==> config.mk <==
export PLATFORM = sky130hd
export DESIGN_NAME = pms_mul
export DESIGN_NICKNAME = d
export VERILOG_FILES = /design/src/rtl/pms_pkg.sv /design/src/rtl/pms_mul.sv
export SDC_FILE = /design/constraint.sdc
export NUM_CORES = 2
export LEC_CHECK = 0
export CAP_MARGIN = 15
export CORE_MARGIN = 2
export CORE_UTILIZATION = 25
export CTS_BUF_LIST = sky130_fd_sc_hd__clkbuf_8
export DETAILED_ROUTE_END_ITERATION = 6
export DONT_BUFFER_PORTS = 1
export MAX_ROUTING_LAYER = met4
export PLACE_DENSITY = 0.41
export SYNTH_ARGS = -nofsm -noshare
export SYNTH_HDL_FRONTEND = slang
export SYNTH_SLANG_ARGS = --single-unit
==> constraint.sdc <==
create_clock -name clk_i -period 6.65 [get_ports clk_i]
set_input_delay 0.3325 -clock clk_i [delete_from_list [all_inputs] [get_ports clk_i]]
set_output_delay 0.3325 -clock clk_i [all_outputs]
set_load 0.05 [all_outputs]
==> src/rtl/pms_pkg.sv <==
// ----------------------------------------------------------------------------
// pms_pkg
// Shared types and constants for the particle motion step block: Q16.16
// widths, the iterative root/divide unit request, register and mode codes.
// ----------------------------------------------------------------------------
package pms_pkg;

  // data widths
  localparam int unsigned QW       = 32;          // Q16.16 word
  localparam int unsigned TOP_W    = 31;          // top speed register
  localparam int unsigned MUL_W    = 33;          // shared multiplier operand
  localparam int unsigned PROD_W   = 2 * MUL_W;   // multiplier product
  localparam int unsigned RAD_W    = 2 * QW;      // radicand / dividend
  localparam int unsigned REM_W    = QW + 3;      // partial remainder
  localparam int unsigned CNT_W    = 6;           // iteration counter
  localparam int unsigned CFG_IDX_W = 2;
  localparam int unsigned MODE_W   = 2;
  localparam int unsigned AX_W     = 2;           // axis index

  // reciprocal of 3 scaled by 2^34, rounded up; exact for dividends below 2^33
  localparam int unsigned RECIP_SHIFT = 34;
  localparam logic [MUL_W-1:0] RECIP3 = 33'h1_5555_5556;

  // iteration counts of the shared unit
  localparam logic [CNT_W-1:0] DIV_STEPS  = CNT_W'(QW - 1);
  localparam logic [CNT_W-1:0] SQRT_STEPS = CNT_W'(RAD_W / 2);

  // register reset values
  localparam logic [TOP_W-1:0]     TOP_SPEED_RST   = 31'd655360;
  localparam logic signed [QW-1:0] UPPER_BOUND_RST = 32'sd9830400;
  localparam logic signed [QW-1:0] LOWER_BOUND_RST = -32'sd9830400;

  // saturation limits
  localparam logic signed [QW-1:0] Q_MAX = {1'b0, {(QW-1){1'b1}}};
  localparam logic signed [QW-1:0] Q_MIN = {1'b1, {(QW-1){1'b0}}};

  // operation codes
  localparam logic OP_STEP = 1'b0;
  localparam logic OP_LOAD = 1'b1;

  // configuration register indexes
  typedef enum logic [CFG_IDX_W-1:0] {
    CFG_TOP_SPEED   = 2'd0,
    CFG_UPPER_BOUND = 2'd1,
    CFG_LOWER_BOUND = 2'd2,
    CFG_EDGE_MODE   = 2'd3
  } cfg_reg_e;

  // edge handling modes
  typedef enum logic [MODE_W-1:0] {
    EDGE_NONE   = 2'd0,
    EDGE_BOUNCE = 2'd1,
    EDGE_WRAP   = 2'd2
  } edge_mode_e;

  // shared root/divide unit
  typedef enum logic {
    ITER_SQRT = 1'b0,
    ITER_DIV  = 1'b1
  } iter_mode_e;

  typedef struct packed {
    logic       start;
    iter_mode_e mode;
  } iter_req_t;

endpackage

==> src/rtl/pms_mul.sv <==
// ----------------------------------------------------------------------------
// pms_mul
// Shared unsigned multiplier with a registered product.
// ----------------------------------------------------------------------------
module pms_mul (
  input  logic                        clk_i,
  input  logic [pms_pkg::MUL_W-1:0]   a_i,
  input  logic [pms_pkg::MUL_W-1:0]   b_i,
  output logic [pms_pkg::PROD_W-1:0]  prod_o
);
  import pms_pkg::*;

  logic [PROD_W-1:0] prod_q;
  logic [PROD_W-1:0] prod_d;

  // full width product
  assign prod_d = PROD_W'(a_i) * PROD_W'(b_i);

  always_ff @(posedge clk_i) begin
    prod_q <= prod_d;
  end

  assign prod_o = prod_q;

endmodule

==> flow_summary.toml <==
[layout]
drive_above_1_share_pct = 7.588
nFillCells = 15840
multi_input_area_sq_um = 31220
nNetsFinal = 5331
area_delta_synth_final_pct = 10.10
final_area_sq_um = 40480
largest_register_ffs = 66
register_area_sq_um = 1321

[routing]
wl_per_cell_microns = 20.08
via_count = 25970
first_pass_iters = 5
wirelength_microns = 119900
post_drt_via_cell_ratio = 4.350
first_iter_violations = 1267
drc_errors = 0
antenna_left = 0

[flow_run]
cap_violations = 0

[sta]
min_period_ns = 6.944
post-route-period-util_pct = 104.4
slew_headroom_pct = 55.84
fmax_ghz = 0.1440
finalSetupViolations = 18
final_max_slew_viol_count = 0
final_hold_viol_count = 0
worst_pin_slew_ns = 0.6615
grt_setup_unrepaired = "yes"
worst_slack_ns = -0.2939
holdWs_ns = 0.1419

[logic_synthesis]
yosysMostFrequentCell = "inv_1"
ys_seq_area_share_pct = 3.594
post-synth-top-area-cell = "fa_1"
yosys.cell_types.count = 58
synth_ff_type = "dfxtp_1"
ys_async_sr_fraction_pct = 0
synthTopCellsByCount = "inv_1 (1048), fa_1 (958), and2_1 (574)"
netlist_area_sq_um = 36760
ys_ff_latch = 66
syn_avg_cell_area_sq_um = 9.017
yosysWarnings = 0
syn_inst = 4077
synth_nets = 5367
yosysTopAreaCellShare_pct = 52.17
synthTopCellsByArea = "fa_1 (52%), inv_1 (11%), and2_1 (9.8%)"
synth_edf_count = 0

[setup_path]
cp_top_family = "adder cells"
critPathMaxFanout = 33
cp_common_cell = "fa_1"
critical_path_buf_inv_count = 9
required_ns = 6.99
cpMaxStageDelayCell = "fa_1"
cp.arrival_ns = 7.29
endpoint_kind = "flip-flop"
start_kind = "input pin"
crit_type = "input pin to flip-flop"
max_stage_delay_ns = 0.57

[global_routing]
grtUsageTotal_pct = 16.88
grt_pass1_vias = 29330
overflow = 0
antenna_found_initial = 12
grt_max_degree = 34
grt_pass1_wl_microns = 184400

[die]
design.die.area_sq_um = 150100
floorplan.initialDensity_pct = 25.20
io_pins = 133
core_sq_um = 145900
die_h_microns = 387.5
rows = 140
fp.dieW_microns = 387.5

[place]
dp_hpwl_microns = 93580
routabilityCongestion = 0.8077
placement.io_buffers = 0
place_area_sq_um = 39670

[clock_tree]
cts-buffers-inserted = 9
cts.path.max_buffers = 2
htreeDepth = 3
cts_sinks = 66
path_clk_slew_ns = 0.08
cts_tree = "built"
clockRootBuffer = "clkbuf_8"

[worst_hold_path]
hold_end = "prod_o[1]"
min_path_cells = 2
hp-class = "input pin to flip-flop"
worstHoldStart = "a_i[1]"

[outcome]
status = "finished, violations left"
violations = "negative setup slack"
[worst max path at each step]
stage                     startpoint    endpoint  slack (ns)  cells past startpoint
after floorplan              a_i[21]  prod_o[64]       -0.27                     28
after global placement       a_i[16]  prod_o[63]       -0.94                     27
after detailed placement      b_i[6]  prod_o[63]       -1.01                     25
after CTS                     b_i[0]  prod_o[64]       -0.29                     26
after global routing          b_i[0]  prod_o[48]       -0.48                     27
final                        a_i[29]  prod_o[48]       -0.29                     27
[area by class of cell]
class / count / share of cell area [%]
clock inverters: 5 / 0.07419
clock buffers: 11 / 0.3740
diodes: 7 / 0.04328
inverters: 1048 / 9.718
well taps: 1917 / 5.926
flip-flops and latches: 66 / 3.264
multi-input cells: 2739 / 77.13
repair buffers: 177 / 3.471
[layer usage]
metal	routed length (microns)	share of wire [%]	GRT usage, %	up-vias
met5	0	0	-	-
met4	3547	3.0	4.276	0
met3	4908	4.1	2.291	117
met2	63350	53	30.05	506
met1	48080	40	19.99	13820
li1	-	-	-	11530
[timing repair]
item | 4_1_cts | 5_1_grt
hold buffers | 2 | 0
endpoints found under the hold margin | 1 | 0
cloned | 0 | 0
pin swaps | 20 | 33
resized for setup | 44 | 48
setup buffers | 8 | 13
setup endpoints to repair | 21 | 25
[layout by cell type, fill, tap and decap left out, types with 7 or more instances in the layout]
master | Yosys | routed
clkbuf_8 | 0 | 11
diode_2 | 0 | 7
ha_4 | 0 | 8
a21oi_2 | 3 | 12
nor2_1 | 29 | 27
and3_1 | 8 | 8
o21ai_0 | 27 | 25
o21bai_1 | 14 | 12
and2_4 | 0 | 23
nand2_1 | 569 | 567
ha_1 | 265 | 256
inv_2 | 0 | 13
xor2_1 | 23 | 22
a21oi_1 | 80 | 65
buf_6 | 3 | 9
and2_1 | 574 | 551
fa_1 | 958 | 949
buf_4 | 3 | 163
dfxtp_1 | 66 | 66
nand3_1 | 13 | 13
nor2b_1 | 11 | 10
xnor2_1 | 40 | 36
fa_2 | 0 | 9
nand4_1 | 19 | 19
inv_1 | 1048 | 1036
a21o_1 | 27 | 27
nor3_1 | 10 | 9
[cell families (layout without fill, tap and decap cells)]
group	after synthesis	count (layout)	synth area share (%)
buf+inv	1272	1241	13.10
other cells	0	7	0
flops	66	66	3.594
simple gates	1245	1245	17.06
compound gates	208	208	3.560
xor+xnor	63	63	1.501
fa+ha+maj	1223	1223	61.19
[stage by stage]
stage	instances	setup TNS, ns	utilization [%]	setup WS [ns]
3_3_place_gp	5926	-19.93	27.19	-0.9428
5_1_grt	5963	-5.988	27.73	-0.4830
3_5_place_dp	5926	-20.73	27.19	-1.011
6_report	5970	-1.987	27.74	-0.2939
2_1_floorplan	4077	-1.634	-	-0.2713
4_1_cts	5952	-1.559	27.51	-0.2897
Power is left out: the tool's default activity adds up to more than one toggle a clock period on the data nets, which glitch-free logic cannot reach.
