<file path="src/rtl/pms_pkg.sv">
// ----------------------------------------------------------------------------
// pms_pkg
// Shared types and constants for the particle motion step block: Q16.16
// widths, the iterative root/divide unit request, register and mode codes.
// ----------------------------------------------------------------------------
package pms_pkg;

  // data widths
  localparam int unsigned QW       = 32;          // Q16.16 word
  localparam int unsigned TOP_W    = 31;          // top speed register
  localparam int unsigned MUL_W    = 33;          // shared multiplier operand
  localparam int unsigned PROD_W   = 2 * MUL_W;   // multiplier product
  localparam int unsigned RAD_W    = 2 * QW;      // radicand / dividend
  localparam int unsigned REM_W    = QW + 3;      // partial remainder
  localparam int unsigned CNT_W    = 6;           // iteration counter
  localparam int unsigned CFG_IDX_W = 2;
  localparam int unsigned MODE_W   = 2;
  localparam int unsigned AX_W     = 2;           // axis index

  // reciprocal of 3 scaled by 2^34, rounded up; exact for dividends below 2^33
  localparam int unsigned RECIP_SHIFT = 34;
  localparam logic [MUL_W-1:0] RECIP3 = 33'h1_5555_5556;

  // iteration counts of the shared unit
  localparam logic [CNT_W-1:0] DIV_STEPS  = CNT_W'(QW - 1);
  localparam logic [CNT_W-1:0] SQRT_STEPS = CNT_W'(RAD_W / 2);

  // register reset values
  localparam logic [TOP_W-1:0]     TOP_SPEED_RST   = 31'd655360;
  localparam logic signed [QW-1:0] UPPER_BOUND_RST = 32'sd9830400;
  localparam logic signed [QW-1:0] LOWER_BOUND_RST = -32'sd9830400;

  // saturation limits
  localparam logic signed [QW-1:0] Q_MAX = {1'b0, {(QW-1){1'b1}}};
  localparam logic signed [QW-1:0] Q_MIN = {1'b1, {(QW-1){1'b0}}};

  // operation codes
  localparam logic OP_STEP = 1'b0;
  localparam logic OP_LOAD = 1'b1;

  // configuration register indexes
  typedef enum logic [CFG_IDX_W-1:0] {
    CFG_TOP_SPEED   = 2'd0,
    CFG_UPPER_BOUND = 2'd1,
    CFG_LOWER_BOUND = 2'd2,
    CFG_EDGE_MODE   = 2'd3
  } cfg_reg_e;

  // edge handling modes
  typedef enum logic [MODE_W-1:0] {
    EDGE_NONE   = 2'd0,
    EDGE_BOUNCE = 2'd1,
    EDGE_WRAP   = 2'd2
  } edge_mode_e;

  // shared root/divide unit
  typedef enum logic {
    ITER_SQRT = 1'b0,
    ITER_DIV  = 1'b1
  } iter_mode_e;

  typedef struct packed {
    logic       start;
    iter_mode_e mode;
  } iter_req_t;

endpackage

</file>
<file path="src/rtl/pms_iter.sv">
// ----------------------------------------------------------------------------
// pms_iter
// Shared restoring unit: integer square root of a 64-bit value (two bits a
// cycle) or division of a 62-bit value by a 32-bit divisor with a quotient
// known to fit 31 bits (one bit a cycle).
// ----------------------------------------------------------------------------
module pms_iter (
  input  logic                       clk_i,
  input  logic                       rst_ni,
  input  pms_pkg::iter_req_t         req_i,
  input  logic [pms_pkg::RAD_W-1:0]  operand_i,
  input  logic [pms_pkg::QW-1:0]     divisor_i,
  output logic                       done_o,
  output logic [pms_pkg::QW-1:0]     result_o
);
  import pms_pkg::*;

  // control
  logic             busy_q, busy_d;
  logic             done_q, done_d;
  logic [CNT_W-1:0] cnt_q, cnt_d;
  iter_mode_e       mode_q, mode_d;

  // datapath
  logic [REM_W-1:0] rem_q, rem_d;
  logic [RAD_W-1:0] bits_q, bits_d;
  logic [QW-1:0]    res_q, res_d;
  logic [QW-1:0]    dvs_q, dvs_d;

  logic [REM_W-1:0] cand, trial, rem_step;
  logic [RAD_W-1:0] bits_step;
  logic             ge;

  // one trial subtraction
  always_comb begin
    if (mode_q == ITER_DIV) begin
      cand      = {rem_q[REM_W-2:0], bits_q[RAD_W-1]};
      trial     = {{(REM_W-QW){1'b0}}, dvs_q};
      bits_step = {bits_q[RAD_W-2:0], 1'b0};
    end else begin
      cand      = {rem_q[REM_W-3:0], bits_q[RAD_W-1:RAD_W-2]};
      trial     = {1'b0, res_q, 2'b01};
      bits_step = {bits_q[RAD_W-3:0], 2'b00};
    end
    ge       = (cand >= trial);
    rem_step = ge ? (cand - trial) : cand;
  end

  // sequencing
  always_comb begin
    busy_d = busy_q;
    done_d = 1'b0;
    cnt_d  = cnt_q;
    mode_d = mode_q;
    rem_d  = rem_q;
    bits_d = bits_q;
    res_d  = res_q;
    dvs_d  = dvs_q;
    if (req_i.start) begin
      busy_d = 1'b1;
      mode_d = req_i.mode;
      res_d  = '0;
      dvs_d  = divisor_i;
      if (req_i.mode == ITER_DIV) begin
        // high part is already below the divisor
        rem_d  = REM_W'(operand_i[RAD_W-3:QW-1]);
        bits_d = {operand_i[QW-2:0], {(RAD_W-QW+1){1'b0}}};
        cnt_d  = DIV_STEPS;
      end else begin
        rem_d  = '0;
        bits_d = operand_i;
        cnt_d  = SQRT_STEPS;
      end
    end else if (busy_q) begin
      rem_d  = rem_step;
      bits_d = bits_step;
      res_d  = {res_q[QW-2:0], ge};
      cnt_d  = cnt_q - CNT_W'(1);
      if (cnt_q == CNT_W'(1)) begin
        busy_d = 1'b0;
        done_d = 1'b1;
      end
    end
  end

  always_ff @(posedge clk_i or negedge rst_ni) begin
    if (!rst_ni) begin
      busy_q <= 1'b0;
      done_q <= 1'b0;
      cnt_q  <= '0;
      mode_q <= ITER_SQRT;
    end else begin
      busy_q <= busy_d;
      done_q <= done_d;
      cnt_q  <= cnt_d;
      mode_q <= mode_d;
    end
  end

  always_ff @(posedge clk_i) begin
    rem_q  <= rem_d;
    bits_q <= bits_d;
    res_q  <= res_d;
    dvs_q  <= dvs_d;
  end

  assign done_o   = done_q;
  assign result_o = res_q;

endmodule

</file>
<file path="config.mk">
export PLATFORM = sky130hd
export DESIGN_NAME = pms_iter
export DESIGN_NICKNAME = d
export VERILOG_FILES = /design/src/rtl/pms_pkg.sv /design/src/rtl/pms_iter.sv
export SDC_FILE = /design/constraint.sdc
export NUM_CORES = 1
export LEC_CHECK = 0
export ABC_AREA = 1
export BUFFER_PORTS_ARGS = -buffer_cell sky130_fd_sc_hd__buf_2
export CAP_MARGIN = 10
export CORE_ASPECT_RATIO = 0.75
export CORE_MARGIN = 1
export CORE_UTILIZATION = 37
export CTS_CLUSTER_DIAMETER = 30
export DETAILED_ROUTE_END_ITERATION = 6
export SYNTH_ARGS = -nofsm -noshare
export SYNTH_HDL_FRONTEND = slang
export SYNTH_SLANG_ARGS = --single-unit
</file>
<file path="constraint.sdc">
create_clock -name clk_i -period 5.64 [get_ports clk_i]
set_input_delay 0.846 -clock clk_i [delete_from_list [all_inputs] [get_ports clk_i]]
set_output_delay 0.846 -clock clk_i [all_outputs]
set_load 0.02 [all_outputs]
</file>
==> implementation parameters, run 1 <==
Parameter                              Value

STA
  Endpoints failing hold    0
  Period Utilization, post-route    0.738
  Total negative setup slack    0 ns
  Largest clock skew in the final design    0.0165 ns
  Slew at the pin closest to its max-slew limit    1.24 ns
  Endpoints failing setup    0
  Highest clock rate    0.240 GHz
  Shortest period the worst path allows    4.16 ns
  Worst-case headroom to the max-slew limit    0.172
  Unrepaired setup endpoints after global routing    false
  Max-slew violation count    0

Layout
  Ant diodes    0
  Non-Filler Cell Area, Final    0.0129 mm2
  Fraction of layout cells with a size suffix above 1    0.141
  Final #Nets    1765
  Fin cells    2040
  Post-layout utilization of the core    0.427
  Layout overhead on the synthesized area    13.4%

Global route
  GRT Util Overall    0.229
  Largest net degree at the start of global routing    103
  First-pass GRT wire length    54900 um
  Vias in the first global route    9595
  Initial antenna violation count    0
  Global route overflow    0

Placement
  Final Wtd Congestion    0.959
  Input/output buffers    132
  DP Area    0.0123 mm2
  Half-perimeter wire length after detailed placement    26600 um
  Cells after DPL    2008

Pwr
  LEAKAGE    6.44 nW
  Maximum VDD drop    0.157 mV
  Pwr Density    442 mW/mm2

Critical path
  Critical Path Source Type    flip-flop
  Setup crit end kind    flip-flop
  Largest fanout of any net on the critical path    102
  Largest stage delay, worst path    0.74 ns
  Data required, critical path    5.84 ns
  Crit path max-delay family    simple AND/OR/NAND/NOR gates
  Crit-path slowest cell    buf_4
  Series of cell instances along the critical path    buf_4 > o21ai_0 > inv_1 > ha_1 > nand2_2 > inv_2 > nand2_1 > nor4_2 > nand2_2 > nand2_8 > nand3_1 > nand2_1 > nand2_1
  CP Data Arrival Time    4.36 ns
  Buffers and inverters on the worst path    3
  Worst Setup Path Type    reg -> reg
  Cell occurring most often along the worst timing path    nand2_1

Synthesis
  Number of flops mapped to enable cells by yosys    130
  Main area contributors after synthesis    edfxtp_1, nand2_1, inv_1, dfxtp_1, o21ai_0
  Syn. warnings    0
  Count of mapped cells out of synthesis    1537
  Primary FF master, synth    edfxtp_1
  Number of different library cells in the post-synthesis netlist    43
  Cell type contributing the most total cell area after synthesis    edfxtp_1
  Top-count cell post-synth    nand2_1
  Portion of the post-synthesis area used by sequential elements    0.420
  Proportion of synthesized flip-flops having asynchronous set or reset    0.0526
  Syn_area_per_cell    7.40 um2
  Number of synthesized register bits    171
  Top-area cell type share of the netlist area    0.343
  Commonest cells in the netlist    nand2_1, inv_1, edfxtp_1
  Synthesized netlist net count    1674
  Mapped cell area    0.0114 mm2

Min path
  Hold crit path type    in -> async

Clock network
  Num Clock Sinks    171
  Post-cts resize count    0
  Clock latency reported for the late side of the worst-skew pair    0.45 ns
  Buffer depth of the longest clock path    2
  CTS clock-pin slew for the worst setup and hold paths    0.07 ns
  Root Driver    clkbuf_16
  Htree depth    4
  Setup repair bufs after CTS    0
  TritonCTS buffer count    17
  CTS tree    built
  Hold-fix buffer count after cts    0

Flow run
  Total of max-cap violations    0

Drt
  Via density    5.15
  Routed wire length    35900 um
  Average wire per cell in the routed design    17.6 um
  Vias    10500
  Number of DRC violations after detailed-routing iteration 0    1185
  First-pass iteration count of the detailed router    6
  Post-detailed-route DRC marker count    0
  Remaining number of nets flagged by the antenna check after routing    0

Floorplan
  Core ar.    0.0302 mm2
  Horizontal die dimension    204 um
  Initial standard-cell utilization of the core    0.376
  Standard-cell rows    55
  Die Ht    154 um
  Die Outline Area    0.0314 mm2
  Count of boundary I/O pins    133

Status
  Result of the run    finished, final reports clean
cell families after synthesis:
family,Yosys count,share of synthesized area
flip-flops,171,0.420
buffers and inverters,380,0.131
adder cells (fa/ha/maj),37,0.0414
multiplexers,2,0.00176
AO/OA/AOI/OAI,272,0.147
XOR/XNOR,18,0.0139
AND/OR/NAND/NOR,657,0.246
registers in the layout (all words and copies together), names as in the netlist:
name and cells:
bits_q 64, busy_q 1, cnt_q 6, done_o 1, dvs_q 32, mode_q 1
rem_q 34, result_o 32
cell type report:
cell class	instances	area, um2
timing repair buffer	141	741
inverter	311	1170
multi-input combinational	986	5110
fill	3134	17300
tap	399	499
sequential	171	4770
clock buffer	23	512
clock inverter	9	80.1
through the flow:
| step | setup slack, ns | hold slack, ns | power (mW) |
|---|---|---|---|
| 2_1_floorplan | 1.04 | 0.486 | 3.72 |
| 3_3_place_gp | 1.57 | 0.497 | 4.45 |
| 3_5_place_dp | 1.58 | 0.506 | 4.45 |
| 4_1_cts | 1.55 | 0.228 | 5.67 |
| 5_1_grt | 1.17 | 0.241 | 6.12 |
| 6_report | 1.48 | 0.238 | 5.70 |
metal layers:
layer | up-vias | track usage | part of all wire
met1 | 4891 | 0.360 | 0.51
met3 | 29 | 0.0407 | 0.077
met5 | - | 0 | 0
met2 | 391 | 0.314 | 0.40
li1 | 5200 | - | -
met4 | 0 | 0.0597 | 0.013
cells in the final DEF, fill, tap and decap left out, types with 5 or more instances in the layout:
| master | Yosys | final |
|---|---|---|
| nand2_1 | 442 | 442 |
| inv_1 | 302 | 300 |
| buf_2 | 10 | 132 |
| edfxtp_1 | 130 | 130 |
| o21ai_0 | 99 | 99 |
| nand3_1 | 93 | 93 |
| o22ai_1 | 62 | 62 |
| nor2_1 | 52 | 52 |
| ha_1 | 36 | 36 |
| o211ai_1 | 33 | 33 |
| or2_2 | 32 | 32 |
| o221ai_1 | 32 | 32 |
| dfxtp_1 | 32 | 32 |
| a21oi_1 | 23 | 23 |
| clkbuf_16 | 0 | 20 |
| xnor2_1 | 16 | 16 |
| o21ai_1 | 14 | 14 |
| nand4_1 | 10 | 10 |
| inv_2 | 8 | 9 |
| dfrtp_1 | 9 | 8 |
| buf_4 | 2 | 8 |
| nor2_2 | 6 | 6 |
| nand2_2 | 5 | 5 |
path summary, 6_finish.rpt:
| path | from | to | slack (ns) | cells after the start |
|---|---|---|---|---|
| worst min-delay path | rst_ni | cnt_q[1] | 0.24 | 1 |
| min in group clk_i | result_o[31] | result_o[31] | 0.52 | 2 |
| worst max-delay path | mode_q | rem_q[29] | 1.48 | 13 |
| worst max register to register | mode_q | rem_q[29] | 1.48 | 13 |
| worst min register to register | result_o[31] | result_o[31] | 0.52 | 2 |
| max in group asynchronous | rst_ni | mode_q | 5.20 | 1 |
power by group:
| group | internal, mW | switching [mW] |
|---|---|---|
| sequential | 1.64 | 0.106 |
| clock | 0.688 | 0.518 |
| combinational | 0.905 | 1.84 |
| total | 3.23 | 2.46 |
No activity file was read; power rests on OpenSTA's default activity.
==> run 2: changes to the inputs <==
- clock period: 5.64 -> 4.35 ns (I/O delays scaled with it)
==> run 2 against run 1 <==
Compared with the run above: design area rose by 0.16%; clock power grew 26%; clock skew is 0.0037 ns higher; sequential share of layout area shrank 0.057 points; largest cell class unchanged; critical endpoint is now rem_q[8]; total power increased by 29%; non-clock buffer count is 5 higher.
==> implementation parameters, run 2 (same netlist as run 1, synthesis figures left out) <==
Parameter                              Value

Drt
  Uppermost layer routed    met4
  Routed wl met3    3140 um (+14%)
  Number of DRC violations after detailed-routing iteration 0    1112 (-6.2%)
  Remaining number of nets flagged by the antenna check after routing    0 (unchanged)
  Post-detailed-route DRC marker count    0 (unchanged)
  Vias    10600 (+0.56%)
  Routed length on met1    17900 um (-1.4%)
  Via density    5.17 (+0.32%)
  Routed wire length    36500 um (+1.9%)
  First-pass iteration count of the detailed router    5 (-1)
  Average wire per cell in the routed design    17.9 um (+1.7%)
  Met2 wire len    14900 um (+3.4%)

Critical path
  Data required, critical path    4.52 ns (-1.32 ns)
  R2R depth    17 (+4)
  Setup crit end kind    flip-flop
  Worst flop-to-flop path endpoint    rem_q[8]
  Critical Path Source Type    flip-flop
  Worst Setup Path Type    reg -> reg
  Largest fanout of any net on the critical path    82 (-20%)
  CP Data Arrival Time    4.15 ns (-0.21 ns)
  Start of the worst register-to-register path    mode_q
  Setup slack, reg-to-reg    0.38 ns (-1.10 ns)

Global route
  Largest net degree at the start of global routing    103 (unchanged)
  First-pass GRT wire length    56100 um (+2.2%)
  Global route overflow    0 (unchanged)
  GRT Util Overall    0.235 (+0.00596)
  Vias in the first global route    9788 (+2.0%)
  Initial antenna violation count    0 (unchanged)

Clock network
  CTS clock-pin slew for the worst setup and hold paths    0.08 ns (about the same)
  CTS tree    built
  Root Driver    clkbuf_16
  Htree depth    4 (unchanged)
  Num Clock Sinks    171 (unchanged)
  Buffer depth of the longest clock path    2 (unchanged)
  TritonCTS buffer count    17 (unchanged)
  Post-cts resize count    0 (unchanged)
  Clock latency reported for the late side of the worst-skew pair    0.46 ns (about the same)
  Hold-fix buffer count after cts    0 (unchanged)
  Setup repair bufs after CTS    0 (unchanged)

STA
  Highest clock rate    0.252 GHz (+4.8%)
  Shortest period the worst path allows    3.97 ns (-0.189 ns)
  Endpoints failing hold    0 (unchanged)
  Unrepaired setup endpoints after global routing    false
  Largest clock skew in the final design    0.0203 ns (+0.00372 ns)
  Period Utilization, post-route    0.913 (+0.175)
  Slew at the pin closest to its max-slew limit    0.968 ns (-0.273 ns)
  Total negative setup slack    0 ns (unchanged)
  Worst-case headroom to the max-slew limit    0.355 (+0.182)
  Max-slew violation count    0 (unchanged)
  Endpoints failing setup    0 (unchanged)

Layout
  Most common library cell in the layout ignoring fill and taps    nand2_1
  Number of flip-flops in the largest register    64 (unchanged)
  Registers with the highest flip-flop counts    bits_q: 64 flops, rem_q: 34 flops
  Fillers    3071 (-2.0%)
  Non-Filler Cell Area, Final    0.0129 mm2 (+0.16%)
  Register ranked first by flip-flop count    bits_q
  Ant diodes    0 (unchanged)
  Layout overhead on the synthesized area    13.6%
  Most frequent cells in the layout    nand2_1, inv_1, buf_2
  Final #Nets    1770 (+0.28%)
  Fraction of layout cells with a size suffix above 1    0.145 (+0.00443)

Pwr
  Maximum VDD drop    0.236 mV (+50%)
  LEAKAGE    6.45 nW (+0.13%)
  Pwr Density    569 mW/mm2 (+29%)

Placement
  DP Area    0.0123 mm2 (+0.31%)
  Input/output buffers    132 (unchanged)
  Final Wtd Congestion    1.03 (+7.3%)
  Half-perimeter wire length after detailed placement    27300 um (+2.4%)

Floorplan
  Horizontal die dimension    204 um (unchanged)
  Core ar.    0.0302 mm2 (unchanged)
  Standard-cell rows    55 (unchanged)
  Count of boundary I/O pins    133 (unchanged)
  Die Outline Area    0.0314 mm2 (unchanged)
  Initial standard-cell utilization of the core    0.376 (unchanged)
  Die Ht    154 um (unchanged)

Min path
  Hold crit path type    in -> async

Status
  Result of the run    finished, final reports clean

Flow run
  Total of max-cap violations    0 (unchanged)
[run 2: worst max-delay path by stage]
stage,cells after the start,start,slack (ns),to
global route,17,mode_q,0.05,rem_q[6]
floorplan,19,mode_q,1.25,rem_q[10]
global placement,17,mode_q,0.50,rem_q[20]
detailed placement,17,mode_q,0.42,rem_q[8]
CTS,17,mode_q,0.41,rem_q[8]
finish,17,mode_q,0.38,rem_q[8]
[run 2: layout make-up]
type                            instances  area (um2)  area share
Timing Repair Buffer                  146         778      0.0603
Clock buffer                           17         425      0.0330
Sequential cell                       171        4770       0.370
Inverter                              311        1170      0.0908
Tap cell                              399         499      0.0387
Multi-Input combinational cell        986        5110       0.396
Clock inverter                         15         149      0.0115
[run 2: per-layer routing]
layer | global-route usage | vias up
li1 | - | 5216
met1 | 0.356 | 4924
met2 | 0.322 | 398
met3 | 0.0657 | 32
met4 | 0.0572 | 0
met5 | 0 | -
[run 2: power breakdown]
group	internal (mW)	switching [mW]	leakage, nW
clock	0.763	0.753	0.285
sequential	2.13	0.147	1.77
combinational	1.18	2.38	4.40
[run 2: critical path: stages (launching register included)]
cell	delay, ns
dfrtp_2	0.44
inv_4	0.53
buf_4	0.36
or2_2	0.14
o21ai_0	0.10
inv_1	0.09
ha_1	0.31
nand2_1	0.10
nand2_1	0.08
inv_1	0.06
nand2_1	0.15
nand4_1	0.17
nand3_1	0.12
nand2_2	0.39
buf_4	0.34
nand3_1	0.10
nand3_1	0.12
o21ai_1	0.08
[run 2: through the flow]
stage               setup slack, ns  std cells  hold slack (ns)   util  power, mW
detailed placement            0.424       2013            0.511  0.408       5.77
CTS                           0.412       2045           0.0400  0.427       7.29
floorplan                      1.25       1537            0.357      -       4.83
finish                        0.378       2045           0.0431  0.427       7.35
global route                 0.0509       2045           0.0574  0.427       7.89
global placement              0.499       2013            0.497  0.408       5.76
